--- src/rtl/tmp_pkg.sv ---
// Shared types, constants and saturation, rescaling and rounding helpers for the triangle metric block.
`default_nettype none
package tmp_pkg;

  localparam int FRACTION_BITS = 16;
  localparam int OUT_FRAC      = 24;
  localparam int IN_W          = 32;
  localparam int EDGE_W        = IN_W + 1;
  localparam int VAL_W         = 48;
  localparam int GACC_W        = 2 * EDGE_W + 2;
  localparam int PROD_W        = 2 * VAL_W;
  localparam int NUM_W         = PROD_W + 1;
  localparam int NUM_ROWS      = 12;
  localparam int A_ROWS        = 9;

  localparam int EQ_SH  = OUT_FRAC - FRACTION_BITS;
  localparam int G_SH   = 2 * FRACTION_BITS - OUT_FRAC;
  localparam int G_SHR  = (G_SH > 0) ? G_SH : 1;
  localparam int G_SHL  = (G_SH < 0) ? -G_SH : 0;

  localparam logic signed [VAL_W-1:0] VAL_MAX = {1'b0, {(VAL_W-1){1'b1}}};
  localparam logic signed [VAL_W-1:0] VAL_MIN = {1'b1, {(VAL_W-1){1'b0}}};

  typedef enum logic [1:0] {
    KIND_EDGE = 2'd0,
    KIND_GRAM = 2'd1,
    KIND_PROD = 2'd2
  } kind_t;

  typedef enum logic [3:0] {
    ST_IDLE,
    ST_GRAM,
    ST_GSAT,
    ST_DET,
    ST_DZ,
    ST_NUM,
    ST_DIV,
    ST_PROD,
    ST_OUT
  } back_state_t;

  typedef enum logic [2:0] {
    DV_IDLE,
    DV_PREP,
    DV_CHK,
    DV_RUN,
    DV_DONE
  } div_state_t;

  typedef struct packed {
    logic signed [IN_W-1:0] ax;
    logic signed [IN_W-1:0] ay;
    logic signed [IN_W-1:0] az;
    logic signed [IN_W-1:0] bx;
    logic signed [IN_W-1:0] by;
    logic signed [IN_W-1:0] bz;
    logic signed [IN_W-1:0] cx;
    logic signed [IN_W-1:0] cy;
    logic signed [IN_W-1:0] cz;
  } tri_t;

  typedef struct packed {
    logic [2:0][EDGE_W-1:0] e0;
    logic [2:0][EDGE_W-1:0] e1;
  } edge_set_t;

  typedef struct packed {
    logic                    start;
    logic signed [VAL_W-1:0] a;
    logic signed [VAL_W-1:0] b;
  } mul_req_t;

  typedef struct packed {
    logic                     done;
    logic signed [PROD_W-1:0] prod;
  } mul_rsp_t;

  typedef struct packed {
    logic                    start;
    logic signed [NUM_W-1:0] num;
    logic signed [NUM_W-1:0] den;
  } div_req_t;

  typedef struct packed {
    logic                    done;
    logic                    sat;
    logic signed [VAL_W-1:0] q;
  } div_rsp_t;

  function automatic logic sat_over(input logic signed [PROD_W-1:0] x);
    sat_over = (x[PROD_W-1:VAL_W-1] != '0) && (x[PROD_W-1:VAL_W-1] != '1);
  endfunction

  function automatic logic signed [VAL_W-1:0] sat48(input logic signed [PROD_W-1:0] x);
    if (sat_over(x)) begin
      sat48 = x[PROD_W-1] ? VAL_MIN : VAL_MAX;
    end else begin
      sat48 = x[VAL_W-1:0];
    end
  endfunction

  // Gram entries: 2F fraction bits down to 24, round half up.
  function automatic logic signed [PROD_W-1:0] rescale_g(input logic signed [PROD_W-1:0] x);
    logic signed [PROD_W-1:0] half;
    half = PROD_W'(1) <<< (G_SHR - 1);
    if (G_SH > 0) begin
      rescale_g = (x + half) >>> G_SHR;
    end else begin
      rescale_g = x <<< G_SHL;
    end
  endfunction

  function automatic logic signed [PROD_W-1:0] round_out(input logic signed [PROD_W-1:0] x);
    logic signed [PROD_W-1:0] half;
    half = PROD_W'(1) <<< (OUT_FRAC - 1);
    round_out = (x + half) >>> OUT_FRAC;
  endfunction

endpackage
`default_nettype wire

--- src/rtl/tmp_front.sv ---
// Front stage: accepts a triangle and forms its edge vectors B - A and C - A.
`default_nettype none
module tmp_front (
  input  wire logic                clk,
  input  wire logic                rst_n,
  input  wire logic                in_valid,
  output logic                     in_ready,
  input  wire tmp_pkg::tri_t       tri_in,
  output logic                     push,
  output tmp_pkg::edge_set_t       push_data,
  input  wire logic                push_ready
);

  logic                hold_valid_r;
  tmp_pkg::edge_set_t  hold_r;
  tmp_pkg::edge_set_t  edges;
  logic                accept;

  always_comb begin
    edges.e0[0] = tmp_pkg::EDGE_W'(tri_in.bx) - tmp_pkg::EDGE_W'(tri_in.ax);
    edges.e0[1] = tmp_pkg::EDGE_W'(tri_in.by) - tmp_pkg::EDGE_W'(tri_in.ay);
    edges.e0[2] = tmp_pkg::EDGE_W'(tri_in.bz) - tmp_pkg::EDGE_W'(tri_in.az);
    edges.e1[0] = tmp_pkg::EDGE_W'(tri_in.cx) - tmp_pkg::EDGE_W'(tri_in.ax);
    edges.e1[1] = tmp_pkg::EDGE_W'(tri_in.cy) - tmp_pkg::EDGE_W'(tri_in.ay);
    edges.e1[2] = tmp_pkg::EDGE_W'(tri_in.cz) - tmp_pkg::EDGE_W'(tri_in.az);
  end

  assign in_ready  = !hold_valid_r || push_ready;
  assign accept    = in_valid && in_ready;
  assign push      = hold_valid_r;
  assign push_data = hold_r;

  always_ff @(posedge clk) begin
    if (!rst_n) begin
      hold_valid_r <= 1'b0;
    end else if (accept) begin
      hold_valid_r <= 1'b1;
    end else if (push_ready) begin
      hold_valid_r <= 1'b0;
    end
  end

  always_ff @(posedge clk) begin
    if (accept) begin
      hold_r <= edges;
    end
  end

endmodule
`default_nettype wire

--- config.mk ---
export PLATFORM = sky130hd
export DESIGN_NAME = tmp_front
export DESIGN_NICKNAME = d
export VERILOG_FILES = /design/src/rtl/tmp_pkg.sv /design/src/rtl/tmp_front.sv
export SDC_FILE = /design/constraint.sdc
export NUM_CORES = 1
export LEC_CHECK = 0
export ABC_CLOCK_PERIOD_IN_PS = 9000
export BUFFER_PORTS_ARGS = -buffer_cell sky130_fd_sc_hd__buf_2
export CAP_MARGIN = 10
export CELL_PAD_IN_SITES_DETAIL_PLACEMENT = 1
export CELL_PAD_IN_SITES_GLOBAL_PLACEMENT = 1
export CORE_MARGIN = 8
export CORE_UTILIZATION = 40
export DETAILED_ROUTE_END_ITERATION = 16
export PLACE_DENSITY_LB_ADDON = 0.12
export SETUP_SLACK_MARGIN = 0.4
export SYNTH_ARGS = -nofsm -noshare
export SYNTH_HDL_FRONTEND = slang
export SYNTH_SLANG_ARGS = --single-unit
--- constraint.sdc ---
create_clock -name clk -period 9 [get_ports clk]
set_clock_uncertainty 0.15 [all_clocks]
set_input_delay 1.35 -clock clk [delete_from_list [all_inputs] [get_ports clk]]
set_output_delay 1.35 -clock clk [all_outputs]
set_load 0.05 [all_outputs]
==> results.json <==
{
  "yosysSeqAreaShare_pct": 36.8,
  "syn_to_final_growth_pct": 22.1,
  "grt_max_degree": 162,
  "min_period_ns": 4.08,
  "grtUsageTotal_pct": 23.4,
  "drive_gt1_share_pct": 25.3,
  "grt-ovfl-total": 0,
  "grt_pass1_wl_um": 87000,
  "arrival_ns": 4.15,
  "synth-async-reset-ratio_pct": 0,
  "gp_congestion": 0.898,
  "mostFrequentLayoutCells": "buf_2, edfxtp_1, ha_1",
  "io_buffers": 491,
  "fp.dieW_um": 217,
  "synth_top_area_share_pct": 36.6,
  "clockBufferDepth": 2,
  "synthCells": 1691,
  "finalNetCount": 2654,
  "fmax_ghz": 0.245,
  "remaining_drc_errors": 0,
  "path_clk_slew_ns": 0.08,
  "core_area_um2": 39900,
  "ys_ff_latch": 199,
  "endpoint_kind": "register",
  "syn-num-nets": 2181,
  "n_fill_cell": 4760,
  "maxCapViolations": 0,
  "max_slew_margin_pct": 34.1,
  "slew_violations": 0,
  "dp_slack_ns": 4.44,
  "initial_utilization_pct": 40.7,
  "hold_viol_final": 0,
  "reg2reg_slack_ns": 6.58,
  "reg2reg_from": "push",
  "fin_ws_ns": 4.92,
  "num_rows": 73,
  "synthFlopType": "edfxtp_1",
  "cts_buffers": 17,
  "cp_data_required_time_ns": 9.07,
  "cts_tree": "done",
  "rsz0062_at_grt": "false",
  "synth_edf_count": 198,
  "whs_ns": 0.431,
  "cts_sinks": 199,
  "startpoint_type": "primary input",
  "drt_wl_total_um": 57000,
  "mostFrequentLayoutCell": "buf_2",
  "hold_path_depth": 2,
  "cp_slowest_stage_delay_ns": 0.42,
  "setup_violations": 0,
  "synthesis.area_um2": 16200,
  "avgSynthCellArea_um2": 9.60,
  "yosys-top-cells-area": "edfxtp_1, ha_1, xnor2_1",
  "fin_setup_tns_ns": 0,
  "io_pins": 492,
  "dp_hpwl_um": 48000,
  "path_cells": "buf_2 > inv_1 > ha_1 > fa_1 > nor2b_1 > o21ai_0 > a21oi_1 > o21ai_0 > a21oi_1 > o311ai_2 > a31oi_1 > nand4_1 > a22o_1",
  "die-area_um2": 47300,
  "power_density_nw_per_um2": 175,
  "multiInputGateArea_um2": 9520,
  "drt_iter0_drc": 596,
  "reg2reg_to": "push_data[141]",
  "fin_crit_sh_pct": 45.3,
  "synth.largest_area_cell": "edfxtp_1",
  "vdd_ir_drop_max_uv": 145,
  "die_y_um": 217,
  "cts_resized": 0,
  "r2r_cells": 3,
  "worst_pin_slew_ns": 0.989,
  "ys_warn_count": 0,
  "ant_nets": 0,
  "hp-class": "register to register",
  "ctsHoldBuffers": 0,
  "via_per_inst": 5.41,
  "cp_slowest_cell": "fa_1",
  "drtPass1Iterations": 5,
  "wl_per_cell_um": 21.0,
  "grt_pass1_vias": 15900,
  "ff_latch_area_um2": 5970,
  "cts-root-buf": "clkbuf_16",
  "min_from": "push",
  "final_util_pct": 49.6,
  "antenna_found_initial": 10,
  "vias": 14600,
  "total_power_uw": 3470,
  "critPathMaxFanout": 4,
  "min_to": "push",
  "ys_types": 75,
  "critPathKind": "primary input to register",
  "clk_latency_ns": 0.46,
  "htreeDepth": 4,
  "run_status": "completed",
  "p_leak_uw": 0.00938,
  "post_cts.repair.setup_buffers": 0
}
kinds of logic after synthesis:
family	Yosys count	share of synthesized area, %
AND/OR/NAND/NOR	398	12.0
buffers and inverters	198	4.58
flip-flops	199	36.8
XOR/XNOR	161	8.69
AO/OA/AOI/OAI	531	22.0
adder cells (fa/ha/maj)	198	15.5
multiplexers	6	0.370
worst max path at each step:
stage	from	to	slack (ns)	cells past startpoint
finish	tri_in[64]	push_data[32]	4.92	13
global route	tri_in[64]	push_data[32]	4.65	13
CTS	tri_in[32]	push_data[59]	4.97	13
global placement	tri_in[32]	push_data[59]	4.50	13
detailed placement	tri_in[32]	push_data[59]	4.44	13
floorplan	push_ready	push_data[0]	1.88	2
critical path: cells and delay by family:
| family | cells | cell delay [ns] |
|---|---|---|
| adders and majority gates | 2 | 0.66 |
| buffers and inverters | 2 | 0.12 |
| AOI/OAI and AO/OA | 7 | 1.76 |
| and+or+nand+nor | 2 | 0.26 |
registers in the layout, summed over array words and instances (netlist names):
| name | flops |
|---|---|
| push_data | 198 |
| push | 1 |
synth_stat cells (18+ instances only):
cell type	instances
nor2b_1	28
xor2_1	50
nand2_1	84
ha_1	192
a31oi_1	18
clkbuf_1	36
nand3_1	41
o21a_1	26
nand2b_1	32
edfxtp_1	198
nor2_1	112
xnor2_1	111
a21o_1	99
nor3_1	28
a21oi_1	165
nand4_1	22
inv_1	160
o21ai_0	78
o21bai_1	21
power by group:
| part | leakage [µW] | switching, µW | internal [µW] |
|---|---|---|---|
| Clock | 0.000281 | 392 | 388 |
| Combinational | 0.00718 | 996 | 457 |
| Sequential | 0.00192 | 39.0 | 1200 |
| Total | 0.00938 | 1430 | 2040 |
routing by layer:
metal	track usage [%]	part of all wire, %	vias to the layer above
li1	-	-	7154
met1	25.3	39	7016
met2	42.6	51	386
met3	6.98	6.9	83
met4	8.88	2.7	8
met5	0	0.091	-
per-stage QoR:
| stage | cells | instance area [µm²] |
|---|---|---|
| after floorplan | 1691 | 16200 |
| after global placement | 2670 | 19200 |
| after detailed placement | 2670 | 19200 |
| after CTS | 2702 | 19800 |
| after global routing | 2707 | 19800 |
| final | 2709 | 19800 |
cell type report:
| class | count | share of cell area (%) |
|---|---|---|
| Antenna cell | 7 | 0.0884 |
| Sequential cell | 199 | 30.1 |
| Clock buffer | 17 | 2.15 |
| Tap cell | 525 | 3.32 |
| Multi-Input combinational cell | 1294 | 48.1 |
| Timing Repair Buffer | 492 | 12.5 |
| Clock inverter | 15 | 0.726 |
| Inverter | 160 | 3.03 |
No activity file was read; power rests on OpenSTA's default activity.
