`src/rtl/tmp_pkg.sv`:
```
// Shared types, constants and saturation, rescaling and rounding helpers for the triangle metric block.
`default_nettype none
package tmp_pkg;

  localparam int FRACTION_BITS = 16;
  localparam int OUT_FRAC      = 24;
  localparam int IN_W          = 32;
  localparam int EDGE_W        = IN_W + 1;
  localparam int VAL_W         = 48;
  localparam int GACC_W        = 2 * EDGE_W + 2;
  localparam int PROD_W        = 2 * VAL_W;
  localparam int NUM_W         = PROD_W + 1;
  localparam int NUM_ROWS      = 12;
  localparam int A_ROWS        = 9;

  localparam int EQ_SH  = OUT_FRAC - FRACTION_BITS;
  localparam int G_SH   = 2 * FRACTION_BITS - OUT_FRAC;
  localparam int G_SHR  = (G_SH > 0) ? G_SH : 1;
  localparam int G_SHL  = (G_SH < 0) ? -G_SH : 0;

  localparam logic signed [VAL_W-1:0] VAL_MAX = {1'b0, {(VAL_W-1){1'b1}}};
  localparam logic signed [VAL_W-1:0] VAL_MIN = {1'b1, {(VAL_W-1){1'b0}}};

  typedef enum logic [1:0] {
    KIND_EDGE = 2'd0,
    KIND_GRAM = 2'd1,
    KIND_PROD = 2'd2
  } kind_t;

  typedef enum logic [3:0] {
    ST_IDLE,
    ST_GRAM,
    ST_GSAT,
    ST_DET,
    ST_DZ,
    ST_NUM,
    ST_DIV,
    ST_PROD,
    ST_OUT
  } back_state_t;

  typedef enum logic [2:0] {
    DV_IDLE,
    DV_PREP,
    DV_CHK,
    DV_RUN,
    DV_DONE
  } div_state_t;

  typedef struct packed {
    logic signed [IN_W-1:0] ax;
    logic signed [IN_W-1:0] ay;
    logic signed [IN_W-1:0] az;
    logic signed [IN_W-1:0] bx;
    logic signed [IN_W-1:0] by;
    logic signed [IN_W-1:0] bz;
    logic signed [IN_W-1:0] cx;
    logic signed [IN_W-1:0] cy;
    logic signed [IN_W-1:0] cz;
  } tri_t;

  typedef struct packed {
    logic [2:0][EDGE_W-1:0] e0;
    logic [2:0][EDGE_W-1:0] e1;
  } edge_set_t;

  typedef struct packed {
    logic                    start;
    logic signed [VAL_W-1:0] a;
    logic signed [VAL_W-1:0] b;
  } mul_req_t;

  typedef struct packed {
    logic                     done;
    logic signed [PROD_W-1:0] prod;
  } mul_rsp_t;

  typedef struct packed {
    logic                    start;
    logic signed [NUM_W-1:0] num;
    logic signed [NUM_W-1:0] den;
  } div_req_t;

  typedef struct packed {
    logic                    done;
    logic                    sat;
    logic signed [VAL_W-1:0] q;
  } div_rsp_t;

  function automatic logic sat_over(input logic signed [PROD_W-1:0] x);
    sat_over = (x[PROD_W-1:VAL_W-1] != '0) && (x[PROD_W-1:VAL_W-1] != '1);
  endfunction

  function automatic logic signed [VAL_W-1:0] sat48(input logic signed [PROD_W-1:0] x);
    if (sat_over(x)) begin
      sat48 = x[PROD_W-1] ? VAL_MIN : VAL_MAX;
    end else begin
      sat48 = x[VAL_W-1:0];
    end
  endfunction

  // Gram entries: 2F fraction bits down to 24, round half up.
  function automatic logic signed [PROD_W-1:0] rescale_g(input logic signed [PROD_W-1:0] x);
    logic signed [PROD_W-1:0] half;
    half = PROD_W'(1) <<< (G_SHR - 1);
    if (G_SH > 0) begin
      rescale_g = (x + half) >>> G_SHR;
    end else begin
      rescale_g = x <<< G_SHL;
    end
  endfunction

  function automatic logic signed [PROD_W-1:0] round_out(input logic signed [PROD_W-1:0] x);
    logic signed [PROD_W-1:0] half;
    half = PROD_W'(1) <<< (OUT_FRAC - 1);
    round_out = (x + half) >>> OUT_FRAC;
  endfunction

endpackage
`default_nettype wire

```
`src/rtl/tmp_fifo.sv`:
```
// Two-entry queue of edge sets between the front and the back.
`default_nettype none
module tmp_fifo (
  input  wire logic                clk,
  input  wire logic                rst_n,
  input  wire logic                push,
  input  wire tmp_pkg::edge_set_t  push_data,
  output logic                     push_ready,
  input  wire logic                pop,
  output logic                     pop_valid,
  output tmp_pkg::edge_set_t       pop_data
);

  tmp_pkg::edge_set_t mem_r [2];
  logic               wptr_r;
  logic               rptr_r;
  logic [1:0]         count_r;
  logic               do_push;
  logic               do_pop;

  assign push_ready = (count_r != 2'd2);
  assign pop_valid  = (count_r != 2'd0);
  assign pop_data   = mem_r[rptr_r];
  assign do_push    = push && push_ready;
  assign do_pop     = pop && pop_valid;

  always_ff @(posedge clk) begin
    if (!rst_n) begin
      wptr_r  <= 1'b0;
      rptr_r  <= 1'b0;
      count_r <= 2'd0;
    end else begin
      if (do_push) wptr_r <= !wptr_r;
      if (do_pop) rptr_r <= !rptr_r;
      if (do_push && !do_pop) begin
        count_r <= count_r + 2'd1;
      end else if (do_pop && !do_push) begin
        count_r <= count_r - 2'd1;
      end
    end
  end

  always_ff @(posedge clk) begin
    if (do_push) begin
      mem_r[wptr_r] <= push_data;
    end
  end

endmodule
`default_nettype wire

```
`config.mk`:
```
export PLATFORM = sky130hd
export DESIGN_NAME = tmp_fifo
export DESIGN_NICKNAME = d
export VERILOG_FILES = /design/src/rtl/tmp_pkg.sv /design/src/rtl/tmp_fifo.sv
export SDC_FILE = /design/constraint.sdc
export NUM_CORES = 1
export LEC_CHECK = 0
export BUFFER_PORTS_ARGS = -buffer_cell sky130_fd_sc_hd__buf_2
export CORE_MARGIN = 10
export CORE_UTILIZATION = 42
export CTS_CLUSTER_SIZE = 14
export DETAILED_ROUTE_END_ITERATION = 7
export PLACE_DENSITY_LB_ADDON = 0.08
export SYNTH_ARGS = -nofsm -noshare
export SYNTH_HDL_FRONTEND = slang
export SYNTH_SLANG_ARGS = --single-unit
```
`constraint.sdc`:
```
create_clock -name clk -period 5.6 [get_ports clk]
set_input_delay 0.28 -clock clk [delete_from_list [all_inputs] [get_ports clk]]
set_output_delay 0.28 -clock clk [all_outputs]
set_load 0.01 [all_outputs]
```
==> results of run 1 <==
-- kinds of logic after synthesis --
family,count (synthesis),share of synthesized area
compound gates,5,0.00234
xor+xnor,3,0.00175
fa+ha+maj,1,0.000835
buf+inv,23,0.0139
flops,401,0.800
mux,198,0.176
simple gates,9,0.00434
-- final timing paths --
kind	start	cells after the start	endpoint
min reg2reg	count_r[1]$_SDFFE_PN0P_	2	count_r[1]$_SDFFE_PN0P_
max	count_r[0]$_SDFFE_PN0P_	4	mem_r[0][93]$_DFFE_PP_
min	push	3	wptr_r$_SDFFE_PN0P_
max reg2reg	count_r[0]$_SDFFE_PN0P_	4	mem_r[0][93]$_DFFE_PP_
-- registers in the layout (all words and copies together), names as in the netlist, named ones only --
signal,cells
count_r,2
rptr_r,1
wptr_r,1
mem_r,396
-- cell usage in the layout, fill, tap and decap left out --
cell	instances
buf_2	401
edfxtp_1	396
dlygate4sd3_1	199
mux2_4	110
mux2_2	88
clkbuf_16	45
clkbuf_1	12
clkinv_1	11
diode_2	7
and2_1	4
clkinv_2	4
dfxtp_1	4
clkbuf_8	3
buf_4	3
buf_12	3
xnor2_1	2
nand2b_4	1
or2_2	1
o21ai_1	1
and3_4	1
nand3b_1	1
inv_8	1
a21bo_2	1
a21boi_0	1
xor2_1	1
o21ai_0	1
or3_1	1
a21boi_1	1
ha_1	1
dfxtp_4	1
bufinv_16	1
-- synthesized netlist by cell type --
library cell	count
or2_2	1
dfxtp_1	5
o21ai_1	1
xor2_1	1
inv_1	1
a21boi_1	1
and3_1	1
buf_6	15
nand2b_4	1
mux2_2	88
o21ai_0	1
nand3b_1	1
edfxtp_1	396
ha_1	1
mux2_4	110
or3_1	1
xnor2_1	2
a21bo_2	1
buf_2	7
a21boi_0	1
and2_1	4
-- final cells by class --
class / instances / area (sq um)
sequential: 401 / 12000
clock inverter: 16 / 91.3
inverter: 1 / 11.3
multi-input combinational: 216 / 2790
timing repair buffer: 606 / 4080
clock buffer: 60 / 1210
tap: 461 / 577
antenna: 7 / 17.5
fill: 2769 / 14600
-- worst min-delay path: cells and delay by family --
| family | cells | cell delay, ns |
|---|---|---|
| buffers and inverters | 1 | 0.11 |
| AOI/OAI and AO/OA | 2 | 0.18 |
-- where the power goes --
| part | internal, mW | switching [mW] | total (mW) |
|---|---|---|---|
| sequential | 3.75 | 0.0832 | 3.84 |
| clock | 1.54 | 1.07 | 2.61 |
| combinational | 1.13 | 1.18 | 2.31 |
-- per-stage QoR --
stage	hold WS [ns]	instances	worst slack [ns]	area (sq um)	power (mW)
finish	0.0909	1768	3.08	20800	8.76
global route	0.112	1767	2.90	20800	9.17
CTS	0.0664	1761	3.04	20800	8.90
detailed placement	0.471	1486	3.05	17500	6.14
global placement	0.467	1486	3.03	17500	6.14
floorplan	0.379	640	0.558	15000	5.38
-- layer usage --
layer | part of all wire | wire (um) | GRT usage
met3 | 0.091 | 3210 | 0.0631
met2 | 0.50 | 17500 | 0.264
met4 | 0.021 | 726 | 0.0469
met1 | 0.39 | 13800 | 0.177
met5 | 0 | 0 | 0
==> impl_metrics.yaml, run 1 <==
sta:
  layout_worst_path_cycle_share: 0.449
  grt_setup_unrepaired: "false"
  finalClockSkew_ns: 0.00968
  slew_violations: 0
  tns_ns: 0
  finalHoldViolCount: 0
  max_slew_margin: 0.407
  setup_viol: 0
  fin_crit_ns: 2.52
  worst_slew_pin_slew_ns: 0.889
  clock.fmax_ghz: 0.397
placement:
  port_buffers: 401
  place.gp.congestion: 0.712
  hpwl_um: 23300
critical_path:
  cp_slowest_cell: "buf_4"
  cpLargestDelayFamily: "buffers and inverters"
  r2r_slack_ns: 3.08
  crit_chain: "nand2b_4, nand3b_1, inv_8, buf_4"
  start_kind: "flip-flop"
  crit_fanout: 110
  critPathKind: "reg2reg"
  end_kind: "flip-flop"
  arrival_ns: 2.68
  cp.required_ns: 5.76
  critPathMaxStageDelay_ns: 0.62
  crit_buf_inv: 2
clocking:
  cts_hold_buf: 199
  path_clk_slew_ns: 0.06
  cts_max_level: 2
  clkLatencyLatePin_ns: 0.53
  cts_made_buffers: 42
  post_cts_buffers: 0
  cts_resized: 0
  cts_buffer_depth: 3
  cts_tree: "built"
  cts.sinks: 401
  cts-root-buf: "clkbuf_16"
detailed_routing:
  viasPerCell: 4.59
  drcViolationCount: 0
  drtIter0Drc: 347
  dr.pass1.iters: 4
  wirelength_um: 35300
  vias: 8111
  postRouteAntennaNets: 0
  routedWlPerCell_um: 19.9
yosys:
  synth-seq-cells: 401
  synth_warnings: 0
  synth_top_area_frac: 0.794
  synth.cell_area_sq_um: 15000
  synth_cells: 640
  synth_nets: 843
  syn_avg_cell_area_sq_um: 23.4
  synth.top_cells.by_area: "edfxtp_1 79%, mux2_4 11%, mux2_2 6.6%"
  synth_top_area_cell: "edfxtp_1"
  seq_area_frac_synth: 0.800
  ys_types: 21
finish:
  nets: 1471
  final_util: 0.587
  area_growth_pct: 38.7
  layout-drive-gt1-share: 0.511
power:
  power_leakage_nw: 7.99
  ir_worst_vdd_mv: 0.563
  p_per_area_nw_per_um2: 422
grt:
  grt_pass1_vias: 8849
  track_usage: 0.156
  grt_first_pass_wirelength_um: 52800
  grt_max_degree: 116
  grt.overflow.total: 0
  antenna_found_initial: 7
die:
  chipWidth_um: 209
  io_pins: 402
  core.rowCount: 69
  die_area_sq_um: 43600
  start_util: 0.423
  coreArea_sq_um: 35400
  die_y_um: 209
outcome:
  status: "completed"
run:
  cap_violations: 0
hold_path:
  worstHoldPathType: "in2reg"
(Power assumes the default switching activity.)
==> run 2, diff against run 1 <==
Clock period 5.6 ns to 2.6 ns, I/O delays scaled along.
==> impl_metrics.yaml, run 2 (synthesis gave the netlist of run 1 again) <==
critical_path:
  cpLargestDelayFamily: "flip-flops"
  crit_buf_inv: 2
  critPathKind: "reg2out"
  crit_fanout: 38
  end_kind: "output pin"
  arrival_ns: 2.13
  cp_slowest_cell: "dfxtp_4"
  start_kind: "flip-flop"
  cp.required_ns: 2.47
  crit_chain: "buf_12, mux2_2, buf_2"
  critPathMaxStageDelay_ns: 0.68
clocking:
  cts_buffer_depth: 3
  path_clk_slew_ns: 0.06
  cts_tree: "built"
  cts.sinks: 401
  cts_resized: 0
  cts-root-buf: "clkbuf_16"
  clkLatencyLatePin_ns: 0.53
  cts_max_level: 2
  post_cts_buffers: 0
  cts_made_buffers: 42
sta:
  clock.fmax_ghz: 0.443
  fin_crit_ns: 2.26
  worst_slew_pin_slew_ns: 0.579
  slew_violations: 0
  layout_worst_path_cycle_share: 0.868
  finalClockSkew_ns: 0.0143
  max_slew_margin: 0.614
  grt_setup_unrepaired: "false"
  setup_viol: 0
  finalHoldViolCount: 0
  fin_hold_ws_ns: 0.0866
  tns_ns: 0
grt:
  grt.overflow.total: 0
  grt_max_degree: 89
  use_met3: 0.0531
  top_usage_layer: "met2"
  grt_pass1_vias: 8920
  antenna_found_initial: 1
  grt_use_met2: 0.268
  grt_first_pass_wirelength_um: 54000
  grt.met1_usage: 0.193
  track_usage: 0.159
detailed_routing:
  vias: 8225
  postRouteAntennaNets: 0
  viasPerCell: 4.64
  wirelength_um: 36100
  drtIter0Drc: 422
  drcViolationCount: 0
  routedWlPerCell_um: 20.3
  dr.pass1.iters: 4
die:
  die_y_um: 209
  start_util: 0.423
  chipWidth_um: 209
  io_pins: 402
  die_area_sq_um: 43600
  core.rowCount: 69
  coreArea_sq_um: 35400
placement:
  place.gp.congestion: 0.741
  hpwl_um: 24700
  port_buffers: 401
run:
  cap_violations: 0
power:
  power.share.clock: 0.306
  power_mw: 19.3
  p_sw_mw: 5.10
  swShare: 0.264
  ir_worst_vdd_mv: 0.603
  power_frac_comb: 0.262
  p_per_area_nw_per_um2: 919
  p_int_mw: 14.2
  power_leakage_nw: 8.10
  p_seq_frac: 0.432
finish:
  top_register: "mem_r"
  area_growth_pct: 40.1
  final_common_cell: "buf_2"
  final_util: 0.593
  layout-drive-gt1-share: 0.518
  fillers: 2686
  largest_reg_flops: 396
  top_regs: "mem_r (396), count_r (2)"
  nets: 1482
  layout_common_cells: "401 x buf_2, 396 x edfxtp_1, 200 x dlygate4sd3_1"
outcome:
  status: "completed"
hold_path:
  worstHoldPathType: "in2reg"
-- run 2: cell types whose count changed in the layout (fill, tap and decap cells not counted), sizes merged --
cell,change
clkinvlp,+3
dlygate4sd3,+1
diode,-6
buf,+10
bufinv,+3
clkbuf,-2
inv,-1
clkinv,-2
-- run 2: path summary, 6_finish.rpt --
check	start	to	slack (ns)	depth (start not counted)
min reg2reg	count_r[1]$_SDFFE_PN0P_	count_r[1]$_SDFFE_PN0P_	0.56	2
max reg2reg	count_r[0]$_SDFFE_PN0P_	mem_r[1][109]$_DFFE_PP_	0.83	3
max	flip-flop	pop_data[50]	0.34	3
min	pop	flip-flop	0.09	4
-- run 2: routing by layer --
metal  share of wire  wire length, um
met1            0.41            14800
met2            0.50            17900
met3           0.077             2770
met4           0.016              573
met5               0                0
-- run 2: worst reg2reg max path, stage by stage (launching register included) --
cell      delay [ns]
dfxtp_2         0.37
nand2b_4        0.16
and3_4          0.44
buf_12          0.35
-- run 2: layout make-up --
class | instances | area (sq um) | area share
antenna | 1 | 2.50 | 0.000119
clock buffer | 58 | 1190 | 0.0569
clock inverter | 19 | 189 | 0.00900
inverter | 1 | 7.51 | 0.000358
multi-input combinational | 216 | 2790 | 0.133
sequential | 401 | 12000 | 0.571
tap | 461 | 577 | 0.0275
timing repair buffer | 617 | 4240 | 0.202
-- run 2: power groups by stage --
| stage | clock, mW | sequential (mW) | combinational (mW) |
|---|---|---|---|
| 2_1_floorplan | 0 | 8.44 | 3.11 |
| 3_3_place_gp | 0 | 8.44 | 4.94 |
| 3_5_place_dp | 0 | 8.48 | 4.92 |
| 4_1_cts | 6.07 | 8.34 | 5.18 |
| 5_1_grt | 6.35 | 8.41 | 5.41 |
| 6_report | 5.91 | 8.33 | 5.06 |
-- run 2: metrics by stage --
stage / setup WS (ns) / cell area [sq um] / std cells
floorplan: -1.38 / 15000 / 640
global placement: 0.840 / 17600 / 1496
detailed placement: 0.835 / 17600 / 1496
CTS: 0.282 / 21000 / 1773
global route: 0.196 / 21000 / 1774
finish: 0.344 / 21000 / 1774
-- run 2: what timing repair did --
item                                   in CTS  in global routing
hold buffers                              200                  0
setup endpoints to repair                   0                  0
endpoints found under the hold margin     401                  0
==> run 3, diff against run 2 <==
Settings changed: PLACE_DENSITY set to 0.68, PLACE_DENSITY_LB_ADDON 0.08 to unset.
==> impl_metrics.yaml, run 3 (synthesis gave the netlist of run 1 again) <==
sta:
  fin_crit_ns: 2.20
  slew_violations: 0
  finalHoldViolCount: 0
  finalClockSkew_ns: 0.0119
  fin_hold_ws_ns: 0.120
  grt_setup_unrepaired: "false"
  setup_viol: 0
  clock.fmax_ghz: 0.454
  layout_worst_path_cycle_share: 0.847
  worst_slew_pin_slew_ns: 0.673
  max_slew_margin: 0.552
critical_path:
  r2r_start: "count_r[0]$_SDFFE_PN0P_"
  crit_fanout: 41
  end_kind: "output pin"
  critPathKind: "reg2out"
  crit_buf_inv: 2
  cp_slowest_cell: "dfxtp_4"
  arrival_ns: 2.07
  cpLargestDelayFamily: "flip-flops"
  r2r_slack_ns: 0.84
  critPathMaxStageDelay_ns: 0.64
  worstRegToRegCells: 4
  crit_chain: "buf_12, mux2_2, buf_2"
  start_kind: "flip-flop"
  reg2reg_to: "mem_r[0][129]$_DFFE_PP_"
  cp.required_ns: 2.47
die:
  core.rowCount: 69
  coreArea_sq_um: 35400
  io_pins: 402
  chipWidth_um: 209
  die_area_sq_um: 43600
  die_y_um: 209
  start_util: 0.423
power:
  ir_worst_vdd_mv: 0.727
  swShare: 0.268
  p_seq_frac: 0.439
  power_leakage_nw: 8.04
  p_sw_mw: 5.10
  power_mw: 19.0
  p_int_mw: 13.9
  power.share.clock: 0.299
  power_frac_comb: 0.263
  p_per_area_nw_per_um2: 909
detailed_routing:
  wirelength_um: 35900
  viasPerCell: 4.68
  wl_met3_um: 3060
  wl_met2_um: 18100
  wl_met1_um: 14200
  routedWlPerCell_um: 20.3
  drcViolationCount: 0
  postRouteAntennaNets: 0
  top_layer: "met5"
  vias: 8293
  dr.pass1.iters: 4
  drtIter0Drc: 410
clocking:
  cts_made_buffers: 42
  cts_buffer_depth: 3
  cts_hold_buf: 200
  post_cts_buffers: 0
  cts_max_level: 2
  cts-root-buf: "clkbuf_16"
  path_clk_slew_ns: 0.06
  cts.sinks: 401
  cts_resized: 0
  clkLatencyLatePin_ns: 0.53
  cts_tree: "built"
placement:
  placed_cells: 1491
  placed_cell_area_sq_um: 17600
  place.gp.congestion: 0.766
  port_buffers: 401
  hpwl_um: 23100
run:
  cap_violations: 0
grt:
  antenna_found_initial: 5
  grt.overflow.total: 0
  grt_max_degree: 101
  grt_pass1_vias: 9281
  track_usage: 0.159
  grt_first_pass_wirelength_um: 54800
finish:
  nets: 1477
  final_common_cell: "buf_2"
  fin_cells: 1772
  layout_common_cells: "401 x buf_2, 396 x edfxtp_1, 200 x dlygate4sd3_1"
  top_regs: "mem_r (396), count_r (2)"
  fin_area_sq_um: 20900
  largest_reg_flops: 396
  top_register: "mem_r"
  area_growth_pct: 39.6
  layout-drive-gt1-share: 0.516
hold_path:
  hold_depth: 4
  worstHoldStart: "pop"
  worstHoldPathType: "in2reg"
  min_to: "rptr_r$_SDFFE_PN0P_"
outcome:
  status: "completed"
## run 3: worst max-delay path by stage
stage                              end                    start  depth (start not counted)
2_1_floorplan    mem_r[0][0]$_DFFE_PP_  count_r[0]$_SDFFE_PN0P_                          3
3_3_place_gp   mem_r[1][121]$_DFFE_PP_  count_r[0]$_SDFFE_PN0P_                          3
3_5_place_dp   mem_r[1][124]$_DFFE_PP_  count_r[0]$_SDFFE_PN0P_                          3
4_1_cts                   pop_data[58]                flip-flop                          3
5_1_grt                   pop_data[18]                flip-flop                          3
6_report                 pop_data[181]                flip-flop                          3
## run 3: through the flow
step / worst slack, ns / TNS [ns] / util
after global routing: 0.296 / 0 / 0.591
after detailed placement: 0.866 / 0 / 0.496
after global placement: 0.896 / 0 / 0.496
final: 0.398 / 0 / 0.591
after CTS: 0.343 / 0 / 0.591
after floorplan: -1.38 / -430.08 / -
## run 3: power groups by stage
stage               sequential, mW  combinational [mW]  clock [mW]
global route                  8.42                5.33        6.12
floorplan                     8.44                3.11           0
CTS                           8.34                5.06        5.83
global placement              8.43                4.77           0
finish                        8.34                5.00        5.68
detailed placement            8.48                4.79           0
## run 3: layout make-up
type	instances	area, sq um
diodes	4	10.0
multi-input cells	216	2790
well taps	461	577
repair buffers	612	4200
clock inverters	26	183
inverters	1	7.51
flip-flops and latches	401	12000
fillers	2586	14500
clock buffers	51	1150
## run 3: layer usage
layer / GRT usage / up-vias
met5: 0 / -
met4: 0.0360 / 2
met3: 0.0580 / 39
met2: 0.269 / 325
met1: 0.189 / 4092
li1: - / 3835
## run 3: tightest hold or removal path: stages
cell     delay [ns]
buf_2          0.11
o21ai_1        0.10
xnor2_1        0.16
and2_1         0.11
